## config.mk

```make
export PLATFORM = sky130hd
export DESIGN_NAME = line_overrun_tracker
export DESIGN_NICKNAME = d
export VERILOG_FILES = /design/src/rtl/core/lot_pkg.sv /design/src/rtl/core/line_overrun_tracker.sv /design/src/rtl/core/lot_cfg.sv /design/src/rtl/core/lot_core.sv
export SDC_FILE = /design/constraint.sdc
export NUM_CORES = 1
export LEC_CHECK = 0
export ABC_AREA = 1
export BUFFER_PORTS_ARGS = -buffer_cell sky130_fd_sc_hd__buf_2
export CORE_MARGIN = 4
export CORE_UTILIZATION = 25
export CTS_CLUSTER_DIAMETER = 40
export CTS_CLUSTER_SIZE = 25
export DETAILED_ROUTE_END_ITERATION = 8
export PLACE_DENSITY_LB_ADDON = 0.3
export SYNTH_ARGS = -nofsm -noshare
export SYNTH_HDL_FRONTEND = slang
export SYNTH_HIERARCHICAL = 1
export SYNTH_SLANG_ARGS = --single-unit
export TNS_END_PERCENT = 30
```

## constraint.sdc

```tcl
create_clock -name clk -period 8.5 [get_ports clk]
set_input_delay 0.425 -clock clk [delete_from_list [all_inputs] [get_ports clk]]
set_output_delay 0.425 -clock clk [all_outputs]
set_load 0.005 [all_outputs]
```

## src/rtl/core/lot_pkg.sv

```systemverilog
`timescale 1ns / 1ps
// ----------------------------------------------------------------------------
// Line overrun tracker package
// Shared types, register map codes and reset values for the tracker.
// ----------------------------------------------------------------------------
package lot_pkg;

    // register map: register i at byte address 4*i
    localparam int unsigned ADDR_W = 5;
    localparam int unsigned DATA_W = 32;

    typedef enum logic [2:0] {
        REG_ENTER_THR  = 3'd0,
        REG_EXIT_THR   = 3'd1,
        REG_MIN_HOLD   = 3'd2,
        REG_RET_TMO    = 3'd3,
        REG_MIN_POWER  = 3'd4
    } reg_idx_t;

    localparam logic [7:0]  ENTER_THR_RST = 8'd130;
    localparam logic [7:0]  EXIT_THR_RST  = 8'd70;
    localparam logic [15:0] MIN_HOLD_RST  = 16'd30;
    localparam logic [15:0] RET_TMO_RST   = 16'd300;
    localparam logic [8:0]  MIN_POWER_RST = 9'd90;

    // angle wrap limits, in the 10-bit signed difference domain
    localparam logic signed [9:0] HALF_TURN = 10'sd180;
    localparam logic signed [9:0] FULL_TURN = 10'sd360;

    localparam int unsigned IN_DATA_W  = 64;
    localparam int unsigned OUT_DATA_W = 24;

    typedef struct packed {
        logic [7:0]  enter_thr;
        logic [7:0]  exit_thr;
        logic [15:0] min_hold;
        logic [15:0] ret_tmo;
        logic [8:0]  min_power;
    } cfg_t;

    typedef struct packed {
        logic               line_present;
        logic signed [8:0]  line_angle;
        logic [31:0]        now_ms;
        logic signed [9:0]  drive_angle;
        logic signed [9:0]  drive_power;
    } item_t;

    typedef struct packed {
        logic signed [9:0]  out_angle;
        logic signed [9:0]  out_power;
        logic               is_over_center;
        logic               is_returning;
    } result_t;

endpackage

```

## src/rtl/core/line_overrun_tracker.sv

```systemverilog
`timescale 1ns / 1ps
// ----------------------------------------------------------------------------
// Line overrun tracker
// Follows a robot across a field line and corrects its drive command.
// ----------------------------------------------------------------------------
// One sensor report word in gives one corrected drive word out. The block
// takes a new word every clock cycle while the output is not stalled: a word
// is held in the input register, the tracker state and correction are worked
// out from it combinationally, and the result lands in the output register.
// The sustained rate is one word per cycle, set by the tracker core, whose
// state advances once per word. Back-pressure on the output holds both
// registers; the input keeps accepting while the output word is being taken.
// Configuration registers (APB, byte address 4*index) should be written only
// while no word is in flight.
// ----------------------------------------------------------------------------
module line_overrun_tracker (
    input  logic                            clk,
    input  logic                            rst_n,
    // sensor report stream
    input  logic                            s_tvalid,
    output logic                            s_tready,
    // [8:0] line_angle, [40:9] now_ms, [50:41] drive_angle,
    // [60:51] drive_power, [63:61] zero
    input  logic [lot_pkg::IN_DATA_W-1:0]   s_tdata,
    // [0] line_present
    input  logic                            s_tuser,
    // corrected drive stream
    output logic                            m_tvalid,
    input  logic                            m_tready,
    // [9:0] out_angle, [19:10] out_power, [23:20] zero
    output logic [lot_pkg::OUT_DATA_W-1:0]  m_tdata,
    // [0] is_over_center, [1] is_returning
    output logic [1:0]                      m_tuser,
    // configuration port
    input  logic                            psel,
    input  logic                            penable,
    input  logic                            pwrite,
    input  logic [lot_pkg::ADDR_W-1:0]      paddr,
    input  logic [lot_pkg::DATA_W-1:0]      pwdata,
    output logic [lot_pkg::DATA_W-1:0]      prdata,
    output logic                            pready
);

    lot_pkg::cfg_t    cfg;
    lot_pkg::item_t   in_item_reg;
    lot_pkg::result_t core_res;
    lot_pkg::result_t out_res_reg;
    logic             in_valid_reg, in_valid_next;
    logic             out_valid_reg, out_valid_next;
    logic             advance;
    logic             s_take;

    // move the held word into the output register when that stage is free
    assign advance  = in_valid_reg && (!out_valid_reg || m_tready);
    assign s_tready = !in_valid_reg || advance;
    assign s_take   = s_tvalid && s_tready;

    always_comb
    begin
        if (s_take)
            in_valid_next = 1'b1;
        else if (advance)
            in_valid_next = 1'b0;
        else
            in_valid_next = in_valid_reg;

        if (advance)
            out_valid_next = 1'b1;
        else if (m_tready)
            out_valid_next = 1'b0;
        else
            out_valid_next = out_valid_reg;
    end

    lot_cfg u_cfg (
        .clk     (clk),
        .rst_n   (rst_n),
        .psel    (psel),
        .penable (penable),
        .pwrite  (pwrite),
        .paddr   (paddr),
        .pwdata  (pwdata),
        .prdata  (prdata),
        .pready  (pready),
        .cfg     (cfg)
    );

    // tracker state advances once per word, as it leaves the input register
    lot_core u_core (
        .clk    (clk),
        .rst_n  (rst_n),
        .step   (advance),
        .item   (in_item_reg),
        .cfg    (cfg),
        .result (core_res)
    );

    // control flags
    always_ff @(posedge clk or negedge rst_n)
    begin
        if (!rst_n)
        begin
            in_valid_reg  <= 1'b0;
            out_valid_reg <= 1'b0;
        end
        else
        begin
            in_valid_reg  <= in_valid_next;
            out_valid_reg <= out_valid_next;
        end
    end

    // payload registers: no reset needed
    always_ff @(posedge clk)
    begin
        if (s_take)
        begin
            in_item_reg.line_present <= s_tuser;
            in_item_reg.line_angle   <= s_tdata[8:0];
            in_item_reg.now_ms       <= s_tdata[40:9];
            in_item_reg.drive_angle  <= s_tdata[50:41];
            in_item_reg.drive_power  <= s_tdata[60:51];
        end
        if (advance)
            out_res_reg <= core_res;
    end

    assign m_tvalid = out_valid_reg;
    assign m_tdata  = {4'd0, out_res_reg.out_power, out_res_reg.out_angle};
    assign m_tuser  = {out_res_reg.is_returning, out_res_reg.is_over_center};

endmodule

```

## src/rtl/core/lot_cfg.sv

```systemverilog
`timescale 1ns / 1ps
// ----------------------------------------------------------------------------
// Line overrun tracker configuration registers
// APB register file holding thresholds, hold time, timeout and power floor.
// ----------------------------------------------------------------------------
module lot_cfg (
    input  logic                         clk,
    input  logic                         rst_n,
    input  logic                         psel,
    input  logic                         penable,
    input  logic                         pwrite,
    input  logic [lot_pkg::ADDR_W-1:0]   paddr,
    input  logic [lot_pkg::DATA_W-1:0]   pwdata,
    output logic [lot_pkg::DATA_W-1:0]   prdata,
    output logic                         pready,
    output lot_pkg::cfg_t                cfg
);

    lot_pkg::cfg_t cfg_reg;
    lot_pkg::cfg_t cfg_next;
    logic          wr_en;

    assign pready = 1'b1;
    assign wr_en  = psel && penable && pwrite;
    assign cfg    = cfg_reg;

    always_comb
    begin
        cfg_next = cfg_reg;
        if (wr_en)
        begin
            case (paddr[4:2])
                lot_pkg::REG_ENTER_THR: cfg_next.enter_thr = pwdata[7:0];
                lot_pkg::REG_EXIT_THR:  cfg_next.exit_thr  = pwdata[7:0];
                lot_pkg::REG_MIN_HOLD:  cfg_next.min_hold  = pwdata[15:0];
                lot_pkg::REG_RET_TMO:   cfg_next.ret_tmo   = pwdata[15:0];
                lot_pkg::REG_MIN_POWER: cfg_next.min_power = pwdata[8:0];
                default:                cfg_next = cfg_reg;
            endcase
        end
    end

    always_comb
    begin
        case (paddr[4:2])
            lot_pkg::REG_ENTER_THR: prdata = {24'd0, cfg_reg.enter_thr};
            lot_pkg::REG_EXIT_THR:  prdata = {24'd0, cfg_reg.exit_thr};
            lot_pkg::REG_MIN_HOLD:  prdata = {16'd0, cfg_reg.min_hold};
            lot_pkg::REG_RET_TMO:   prdata = {16'd0, cfg_reg.ret_tmo};
            lot_pkg::REG_MIN_POWER: prdata = {23'd0, cfg_reg.min_power};
            default:                prdata = '0;
        endcase
    end

    always_ff @(posedge clk or negedge rst_n)
    begin
        if (!rst_n)
        begin
            cfg_reg.enter_thr <= lot_pkg::ENTER_THR_RST;
            cfg_reg.exit_thr  <= lot_pkg::EXIT_THR_RST;
            cfg_reg.min_hold  <= lot_pkg::MIN_HOLD_RST;
            cfg_reg.ret_tmo   <= lot_pkg::RET_TMO_RST;
            cfg_reg.min_power <= lot_pkg::MIN_POWER_RST;
        end
        else
        begin
            cfg_reg <= cfg_next;
        end
    end

endmodule

```

## src/rtl/core/lot_core.sv

```systemverilog
`timescale 1ns / 1ps
// ----------------------------------------------------------------------------
// Line overrun tracker core
// Tracker state, over-centre detection and drive command correction.
// ----------------------------------------------------------------------------
module lot_core (
    input  logic              clk,
    input  logic              rst_n,
    input  logic              step,
    input  lot_pkg::item_t    item,
    input  lot_pkg::cfg_t     cfg,
    output lot_pkg::result_t  result
);

    logic              seen_reg,  seen_next;
    logic              over_reg,  over_next;
    logic              ret_reg,   ret_next;
    logic signed [8:0] appr_reg,  appr_next;
    logic signed [8:0] last_reg,  last_next;
    logic [31:0]       ostart_reg, ostart_next;
    logic [31:0]       rstart_reg, rstart_next;

    logic              fresh;
    logic              over_eff;
    logic signed [9:0] raw_diff;
    logic signed [9:0] wrap_diff;
    logic signed [9:0] abs_diff;
    logic [7:0]        diff_mag;
    logic [31:0]       over_elapsed;
    logic [31:0]       ret_elapsed;
    logic              correct;
    logic              floor_hit;

    // a new approach starts when neither tracking nor returning
    assign fresh    = !seen_reg && !ret_reg;
    assign over_eff = fresh ? 1'b0 : over_reg;

    always_comb
    begin
        raw_diff = (fresh ? {item.line_angle[8], item.line_angle}
                          : {appr_reg[8], appr_reg})
                 - {item.line_angle[8], item.line_angle};
        if (raw_diff > lot_pkg::HALF_TURN)
            wrap_diff = raw_diff - lot_pkg::FULL_TURN;
        else if (raw_diff < -lot_pkg::HALF_TURN)
            wrap_diff = raw_diff + lot_pkg::FULL_TURN;
        else
            wrap_diff = raw_diff;
        abs_diff = wrap_diff[9] ? -wrap_diff : wrap_diff;
        diff_mag = abs_diff[7:0];
    end

    assign over_elapsed = item.now_ms - ostart_reg;
    assign ret_elapsed  = item.now_ms - rstart_reg;

    always_comb
    begin
        seen_next   = seen_reg;
        over_next   = over_reg;
        ret_next    = ret_reg;
        appr_next   = appr_reg;
        last_next   = last_reg;
        ostart_next = ostart_reg;
        rstart_next = rstart_reg;
        if (item.line_present)
        begin
            if (fresh)
                appr_next = item.line_angle;
            seen_next = 1'b1;
            ret_next  = 1'b0;
            last_next = item.line_angle;
            over_next = over_eff;
            if (over_eff)
            begin
                if (diff_mag <= cfg.exit_thr)
                begin
                    over_next   = 1'b0;
                    ostart_next = '0;
                end
            end
            else if (diff_mag >= cfg.enter_thr)
            begin
                over_next   = 1'b1;
                ostart_next = item.now_ms;
            end
        end
        else if (seen_reg && over_reg)
        begin
            if (over_elapsed < {16'd0, cfg.min_hold})
            begin
                seen_next   = 1'b0;
                over_next   = 1'b0;
                ret_next    = 1'b0;
                ostart_next = '0;
            end
            else
            begin
                seen_next   = 1'b0;
                ret_next    = 1'b1;
                rstart_next = item.now_ms;
            end
        end
        else if (ret_reg)
        begin
            if (ret_elapsed > {16'd0, cfg.ret_tmo})
            begin
                seen_next   = 1'b0;
                over_next   = 1'b0;
                ret_next    = 1'b0;
                ostart_next = '0;
            end
        end
        else
        begin
            seen_next   = 1'b0;
            over_next   = 1'b0;
            ret_next    = 1'b0;
            ostart_next = '0;
        end
    end

    // return mode takes priority over the over-centre steer
    always_comb
    begin
        correct          = (item.line_present && over_next) || ret_next;
        result.out_angle = item.drive_angle;
        if (item.line_present && over_next)
            result.out_angle = {item.line_angle[8], item.line_angle};
        if (ret_next)
            result.out_angle = {last_reg[8], last_reg};
        floor_hit = $signed({item.drive_power[9], item.drive_power})
                  < $signed({2'b00, cfg.min_power});
        result.out_power      = (correct && floor_hit) ? {1'b0, cfg.min_power}
                                                       : item.drive_power;
        result.is_over_center = over_next;
        result.is_returning   = ret_next;
    end

    always_ff @(posedge clk or negedge rst_n)
    begin
        if (!rst_n)
        begin
            seen_reg   <= 1'b0;
            over_reg   <= 1'b0;
            ret_reg    <= 1'b0;
            appr_reg   <= '0;
            last_reg   <= '0;
            ostart_reg <= '0;
            rstart_reg <= '0;
        end
        else if (step)
        begin
            seen_reg   <= seen_next;
            over_reg   <= over_next;
            ret_reg    <= ret_next;
            appr_reg   <= appr_next;
            last_reg   <= last_next;
            ostart_reg <= ostart_next;
            rstart_reg <= rstart_next;
        end
    end

    // tracking and return mode exclude each other
    assert property (@(posedge clk) disable iff (!rst_n) ret_reg |-> !seen_reg)
        else $error("return mode while line still tracked");

    // over-centre only lives inside a tracked or returning run
    assert property (@(posedge clk) disable iff (!rst_n) over_reg |-> (seen_reg || ret_reg))
        else $error("over-centre flag outside a run");

    // the start stamp is cleared whenever over-centre is not held
    assert property (@(posedge clk) disable iff (!rst_n) !over_reg |-> (ostart_reg == '0))
        else $error("stale over-centre start time");

    // a seen line always leaves the tracker in tracking state
    assert property (@(posedge clk) disable iff (!rst_n)
                     (step && item.line_present) |=> (seen_reg && !ret_reg))
        else $error("line seen but tracker not tracking");

endmodule
```

==> results of run 1 <==
## cell usage after synthesis (3+ instances only)
library cell | instances | area (um2)
nand2_1 | 770 | 2890
inv_1 | 391 | 1470
nor2_1 | 182 | 683
nand3_1 | 165 | 826
ha_1 | 130 | 1630
dfrtp_1 | 127 | 3180
o21ai_0 | 116 | 581
a21oi_1 | 87 | 435
edfxtp_1 | 84 | 2520
xor2_1 | 36 | 315
buf_4 | 33 | 248
nand4_1 | 33 | 206
o21ai_2 | 29 | 254
clkbuf_1 | 17 | 63.8
dfstp_2 | 17 | 447
nand3b_1 | 16 | 120
buf_6 | 11 | 124
nor3_1 | 11 | 55.1
o21ai_1 | 8 | 40.0
nand2_2 | 7 | 43.8
nor2_2 | 7 | 43.8
o21bai_1 | 7 | 52.6
buf_2 | 6 | 30.0
xnor2_1 | 5 | 43.8
and2_1 | 4 | 25.0
inv_2 | 4 | 15.0
o211ai_1 | 4 | 30.0
a21o_1 | 3 | 22.5
conb_1 | 3 | 11.3
fa_1 | 3 | 60.1
nand2_4 | 3 | 33.8
o21a_1 | 3 | 22.5
## power by group through the flow
stage / clock [mW] / sequential (mW) / combinational, mW
final: 1.90 / 1.64 / 3.65
after detailed placement: 0 / 1.65 / 3.66
after floorplan: 0 / 1.59 / 2.74
after global routing: 2.00 / 1.67 / 4.26
after global placement: 0 / 1.65 / 3.63
after CTS: 1.96 / 1.64 / 3.70
## path summary, 6_finish.rpt
path | start | to | slack, ns | cells past startpoint
hold reg to reg | u_core/ostart_reg[1] | u_core/ostart_reg[1] | 0.47 | 2
setup reg to reg | u_core/seen_reg | m_tdata[11] | 2.41 | 34
max in group asynchronous | rst_n | u_core/ret_reg | 6.58 | 3
min in group asynchronous | rst_n | u_core/last_reg[4] | 0.50 | 2
hold / removal | s_tdata[29] | in_item_reg[40] | 0.04 | 1
setup / recovery | u_core/seen_reg | m_tdata[11] | 2.41 | 34
## cell type report
cell class / count / share of cell area [%]
multi-input cells: 1672 / 43.0
well taps: 864 / 5.34
clock inverters: 31 / 1.58
clock buffers: 57 / 6.61
flip-flops and latches: 228 / 30.4
repair buffers: 181 / 5.73
inverters: 396 / 7.34
## cell families after synthesis
group           count (synthesis)
buf+inv                       464
compound gates                265
xor+xnor                       41
other cells                     3
simple gates                 1212
fa+ha+maj                     133
flops                         228
## stage by stage
step                hold slack, ns  power (mW)  worst slack (ns)  instance area (um2)
floorplan                    0.129        4.33              3.50                16800
global placement             0.454        5.28              2.41                18100
detailed placement           0.458        5.31              2.32                18100
CTS                       0.000229        7.30              2.31                20200
global route                0.0171        7.94              1.50                20200
finish                      0.0399        7.19              2.41                20200
## critical path: cells and delay by family, from the launching register on
kind            cells  cell delay (ns)
buf+inv             1             0.34
flops               1             0.40
compound gates      5             0.69
simple gates       26             3.67
fa+ha+maj           2             0.73
## routing by layer
metal | share of wire (%) | wire length, um | GRT usage, % | vias to the layer above
li1 | - | - | - | 7784
met1 | 45 | 22600 | 18.0 | 6773
met2 | 49 | 24700 | 25.2 | 252
met3 | 3.9 | 1980 | 1.85 | 70
met4 | 2.3 | 1180 | 4.01 | 2
met5 | 0.026 | 13 | 0 | -
==> impl_metrics.py, run 1 <==
metrics = {
    "critical_path": {
        "cpMostUsedCell": "nand2_1",
        "crit_fanout": 14,
        "crit_path_end_kind": "flop",
        "critPathMaxStageDelay_ns": 0.52,
        "slowest_stage": "nor2_1",
        "start_kind": "flop",
        "critPathKind": "reg -> reg",
        "crit_arrival_ns": 6.43,
        "required_ns": 8.84,
    },
    "power": {
        "p_per_area_nw_per_um2": 355,
        "cellInternalPower_mw": 4.03,
        "irDropWorstVdd_uv": 177,
        "p_switching_mw": 3.17,
        "p_clk_share_pct": 26.5,
        "pwr-share-comb_pct": 50.8,
        "p_seq_share_pct": 22.7,
        "switching_share_pct": 44.0,
        "p_leak_nw": 10.3,
    },
    "sta": {
        "setup_tns_ns": 0,
        "period_share_pct": 71.7,
        "maxSlewViolCount": 0,
        "timing.slew.headroom_pct": 38.1,
        "rsz0062_at_grt": "false",
        "max_freq_mhz": 164,
        "fin_crit_ns": 6.09,
        "setup_viol": 0,
        "tightest_slew_ns": 0.928,
        "worst_clock_skew_ns": 0.0236,
        "hold_viol": 0,
    },
    "place": {
        "dpl.cell_count": 3296,
        "dp_hpwl_um": 38600,
        "portBuffers": 127,
        "gp_congestion": 0.863,
    },
    "final_layout": {
        "postLayoutCoreUtil_pct": 30.6,
        "layout.cells.non_filler": 3429,
        "n_antenna_cell": 0,
        "syn2layout_area_growth_pct": 21.0,
        "largest_reg_flops": 62,
        "multi_input_area_um2": 8710,
        "final_common_cell": "nand2_1",
        "drive_above_1_share_pct": 11.7,
        "ff_latch_area_um2": 6150,
        "finalNetCount": 2768,
        "final_cell_mix": "nand2_1 (770), inv_1 (390), nor2_1 (180)",
        "nFillCells": 7279,
    },
    "synthesis": {
        "ys_warn_count": 6,
        "synth-adder-area-share_pct": 10.1,
        "ys_ff_latch": 228,
        "ys_seq_area_share_pct": 36.7,
        "ys.flop_type": "dfrtp_1",
        "async_reset_ff_share_pct": 63.2,
        "synth_top_family_by_area": "simple AND/OR/NAND/NOR gates",
        "synth_edf_count": 84,
        "synth-simple-area-share_pct": 30.3,
        "post_synth_num_cell_types": 50,
        "synth_mux_area_share_pct": 0,
        "synthXorXnorAreaFrac_pct": 2.15,
        "avgSynthCellArea_um2": 7.13,
        "synth_compound_area_share_pct": 8.95,
        "syn_inst": 2346,
        "syn_area_um2": 16700,
    },
    "job": {
        "cap_violations": 0,
    },
    "clock_tree": {
        "numCtsBuffers": 47,
        "clkSlewWorstSetupHoldPaths_ns": 0.05,
        "clk-insertion-delay-late_ns": 0.58,
        "cts_max_level": 2,
        "cts_tree": "done",
        "cts_root_buffer": "clkbuf_16",
        "cts_resized": 0,
        "cts_hold_buf": 45,
        "post-cts-setup-buffer-count": 0,
        "clk_path_buf_depth": 3,
        "clock_sinks": 228,
    },
    "floorplan": {
        "ioPinCount": 170,
        "num_rows": 94,
        "die_width_um": 267,
        "start_util_pct": 25.3,
        "core-area_um2": 66100,
        "die_area_um2": 71100,
        "die_h_um": 267,
    },
    "route": {
        "wl_um": 50500,
        "drtPass1Iterations": 5,
        "dr_total_vias": 14900,
        "postRouteAntennaNets": 0,
        "drc": 0,
        "wl_per_cell_um": 14.7,
        "vias_per_cell": 4.34,
        "drt_iter0_drc": 858,
    },
    "global_routing": {
        "grt-ovfl-total": 0,
        "grt_pass1_vias": 14600,
        "grt_pass1_wl_um": 79900,
        "grt_usage_pct": 14.1,
        "antenna_found_initial": 2,
        "grt_start_max_net_pins": 87,
    },
    "min_path": {
        "min_path_type": "in -> reg",
    },
    "status": {
        "status": "finished, final reports clean",
    },
}
No activity file was read; power rests on OpenSTA's default activity.
==> run 2: changes to the inputs <==
==> constraint.sdc (replaced) <==
create_clock -name clk -period 5.8 [get_ports clk]
set_input_delay 0.29 -clock clk [delete_from_list [all_inputs] [get_ports clk]]
set_output_delay 0.29 -clock clk [all_outputs]
set_load 0.005 [all_outputs]
==> run 2 against run 1 <==
Fmax rose by 15%. Total power increased by 53%. Sequential cell count stayed put. Clock power rose by 60%. Register-to-register slack got worse by 1.9 ns.
==> impl_metrics.py, run 2 (same netlist as run 1, synthesis figures left out) <==
metrics = {
    "critical_path": {
        "crit_fanout": 9,
        "required_ns": 6.14,
        "crit_path_end_kind": "flop",
        "reg2regPathDepth": 36,
        "cpMostUsedCell": "nand2_1",
        "slowest_stage": "dfrtp_1",
        "start_kind": "flop",
        "rrSetupSlack_ns": 0.51,
        "critPathKind": "reg -> reg",
        "critPathMaxStageDelay_ns": 0.39,
        "crit_arrival_ns": 5.63,
        "r2r-end": "m_tdata[0]",
        "worstReg2RegStart": "u_core/seen_reg",
    },
    "route": {
        "drtPass1Iterations": 6,
        "vias_per_cell": 4.34,
        "drt_iter0_drc": 836,
        "wl_um": 51300,
        "dr_total_vias": 15200,
        "drc": 0,
        "wl_per_cell_um": 14.7,
        "postRouteAntennaNets": 0,
    },
    "floorplan": {
        "die_h_um": 267,
        "num_rows": 94,
        "die_width_um": 267,
        "ioPinCount": 170,
        "die_area_um2": 71100,
        "start_util_pct": 25.3,
        "core-area_um2": 66100,
    },
    "sta": {
        "setup_viol": 0,
        "timing.slew.headroom_pct": 36.9,
        "hold_slack_ns": 0.206,
        "fin_crit_ns": 5.29,
        "final.setup.worst_slack_ns": 0.510,
        "max_freq_mhz": 189,
        "worst_clock_skew_ns": 0.0335,
        "hold_viol": 0,
        "period_share_pct": 91.2,
        "maxSlewViolCount": 0,
        "tightest_slew_ns": 0.947,
    },
    "place": {
        "portBuffers": 127,
        "dpl.cell_count": 3303,
        "gp_congestion": 0.886,
        "place_ws_ns": 0.324,
        "dp_hpwl_um": 39100,
        "placed_cell_area_um2": 18200,
    },
    "power": {
        "p_per_area_nw_per_um2": 523,
        "pwr-share-comb_pct": 50.5,
        "p_seq_share_pct": 21.8,
        "irDropWorstVdd_uv": 241,
        "cellInternalPower_mw": 6.18,
        "p_leak_nw": 10.6,
        "p_switching_mw": 4.81,
        "switching_share_pct": 43.7,
        "p_total_mw": 11.0,
        "p_clk_share_pct": 27.6,
    },
    "clock_tree": {
        "cts_root_buffer": "clkbuf_16",
        "clk-insertion-delay-late_ns": 0.60,
        "cts_tree": "done",
        "clk_path_buf_depth": 3,
        "clkSlewWorstSetupHoldPaths_ns": 0.04,
        "clock_sinks": 228,
        "numCtsBuffers": 51,
        "cts_max_level": 2,
    },
    "job": {
        "cap_violations": 0,
    },
    "status": {
        "status": "finished, final reports clean",
    },
    "global_routing": {
        "grt-ovfl-total": 0,
        "antenna_found_initial": 0,
        "grt_pass1_vias": 14900,
        "grt_start_max_net_pins": 65,
        "grt_pass1_wl_um": 81400,
        "grt_usage_pct": 14.4,
    },
    "final_layout": {
        "layout.cells.non_filler": 3493,
        "final_cell_mix": "nand2_1 (767), inv_1 (389), nor2_1 (178)",
        "n_antenna_cell": 0,
        "finalNetCount": 2828,
        "drive_above_1_share_pct": 13.0,
        "nFillCells": 7229,
        "largest_reg_flops": 62,
        "design_area_um2": 21000,
        "final_common_cell": "nand2_1",
        "syn2layout_area_growth_pct": 25.5,
    },
    "min_path": {
        "min_path_type": "in -> async",
    },
}
## run 2: power by group through the flow
stage / registers, mW / logic (mW) / clock network [mW]
final: 2.40 / 5.56 / 3.04
after global routing: 2.45 / 6.46 / 3.19
after CTS: 2.41 / 5.45 / 3.10
after detailed placement: 2.42 / 5.38 / 0
after global placement: 2.43 / 5.35 / 0
after floorplan: 2.32 / 4.02 / 0
## run 2: worst max path at each step
stage | start | end | slack (ns) | cells past startpoint
detailed placement | u_core/seen_reg | m_tdata[11] | 0.32 | 34
floorplan | u_core/seen_reg | m_tdata[0] | 0.80 | 33
global route | u_core/seen_reg | m_tdata[9] | -0.008 | 37
CTS | u_core/seen_reg | u_core/ostart_reg[10] | 0.28 | 33
finish | u_core/seen_reg | m_tdata[0] | 0.51 | 36
global placement | u_core/seen_reg | m_tdata[11] | 0.33 | 34
## run 2: critical path: cells and delay by family (launching register included)
kind	cells	cell delay, ns
and+or+nand+nor	24	2.45
adders and majority gates	2	0.66
DFF	1	0.39
buffers and inverters	5	0.90
AOI/OAI and AO/OA	5	0.61
## run 2: per-stage QoR
| stage | utilization (%) | setup TNS [ns] |
|---|---|---|
| floorplan | - | 0 |
| global placement | 27.5 | 0 |
| detailed placement | 27.5 | 0 |
| CTS | 31.5 | 0 |
| global route | 31.8 | -0.0148 |
| finish | 31.8 | 0 |
## run 2: layout make-up
| cell class | count | area (um2) | share of cell area (%) |
|---|---|---|---|
| timing repair inverter | 1 | 5.00 | 0.0238 |
| clock inverter | 32 | 438 | 2.09 |
| multi-input combinational | 1672 | 8780 | 41.8 |
| sequential | 228 | 6150 | 29.3 |
| clock buffer | 64 | 1400 | 6.64 |
| inverter | 396 | 1490 | 7.10 |
| timing repair buffer | 236 | 1660 | 7.92 |
| tap | 864 | 1080 | 5.15 |
## run 2: metal layers
| metal | GRT usage [%] | share of wire (%) | vias up |
|---|---|---|---|
| li1 | - | - | 7890 |
| met1 | 18.6 | 46 | 6928 |
| met2 | 25.2 | 48 | 267 |
| met3 | 2.06 | 3.4 | 77 |
| met4 | 3.91 | 2.5 | 0 |
| met5 | 0 | 0 | - |
## run 2: repair_timing
| action | CTS | global route |
|---|---|---|
| buffers inserted | 0 | 9 |
| setup endpoints to repair | 0 | 54 |
| endpoints found under the hold margin | 162 | 0 |
| hold buffers | 82 | 0 |
| gates resized for setup | 0 | 22 |
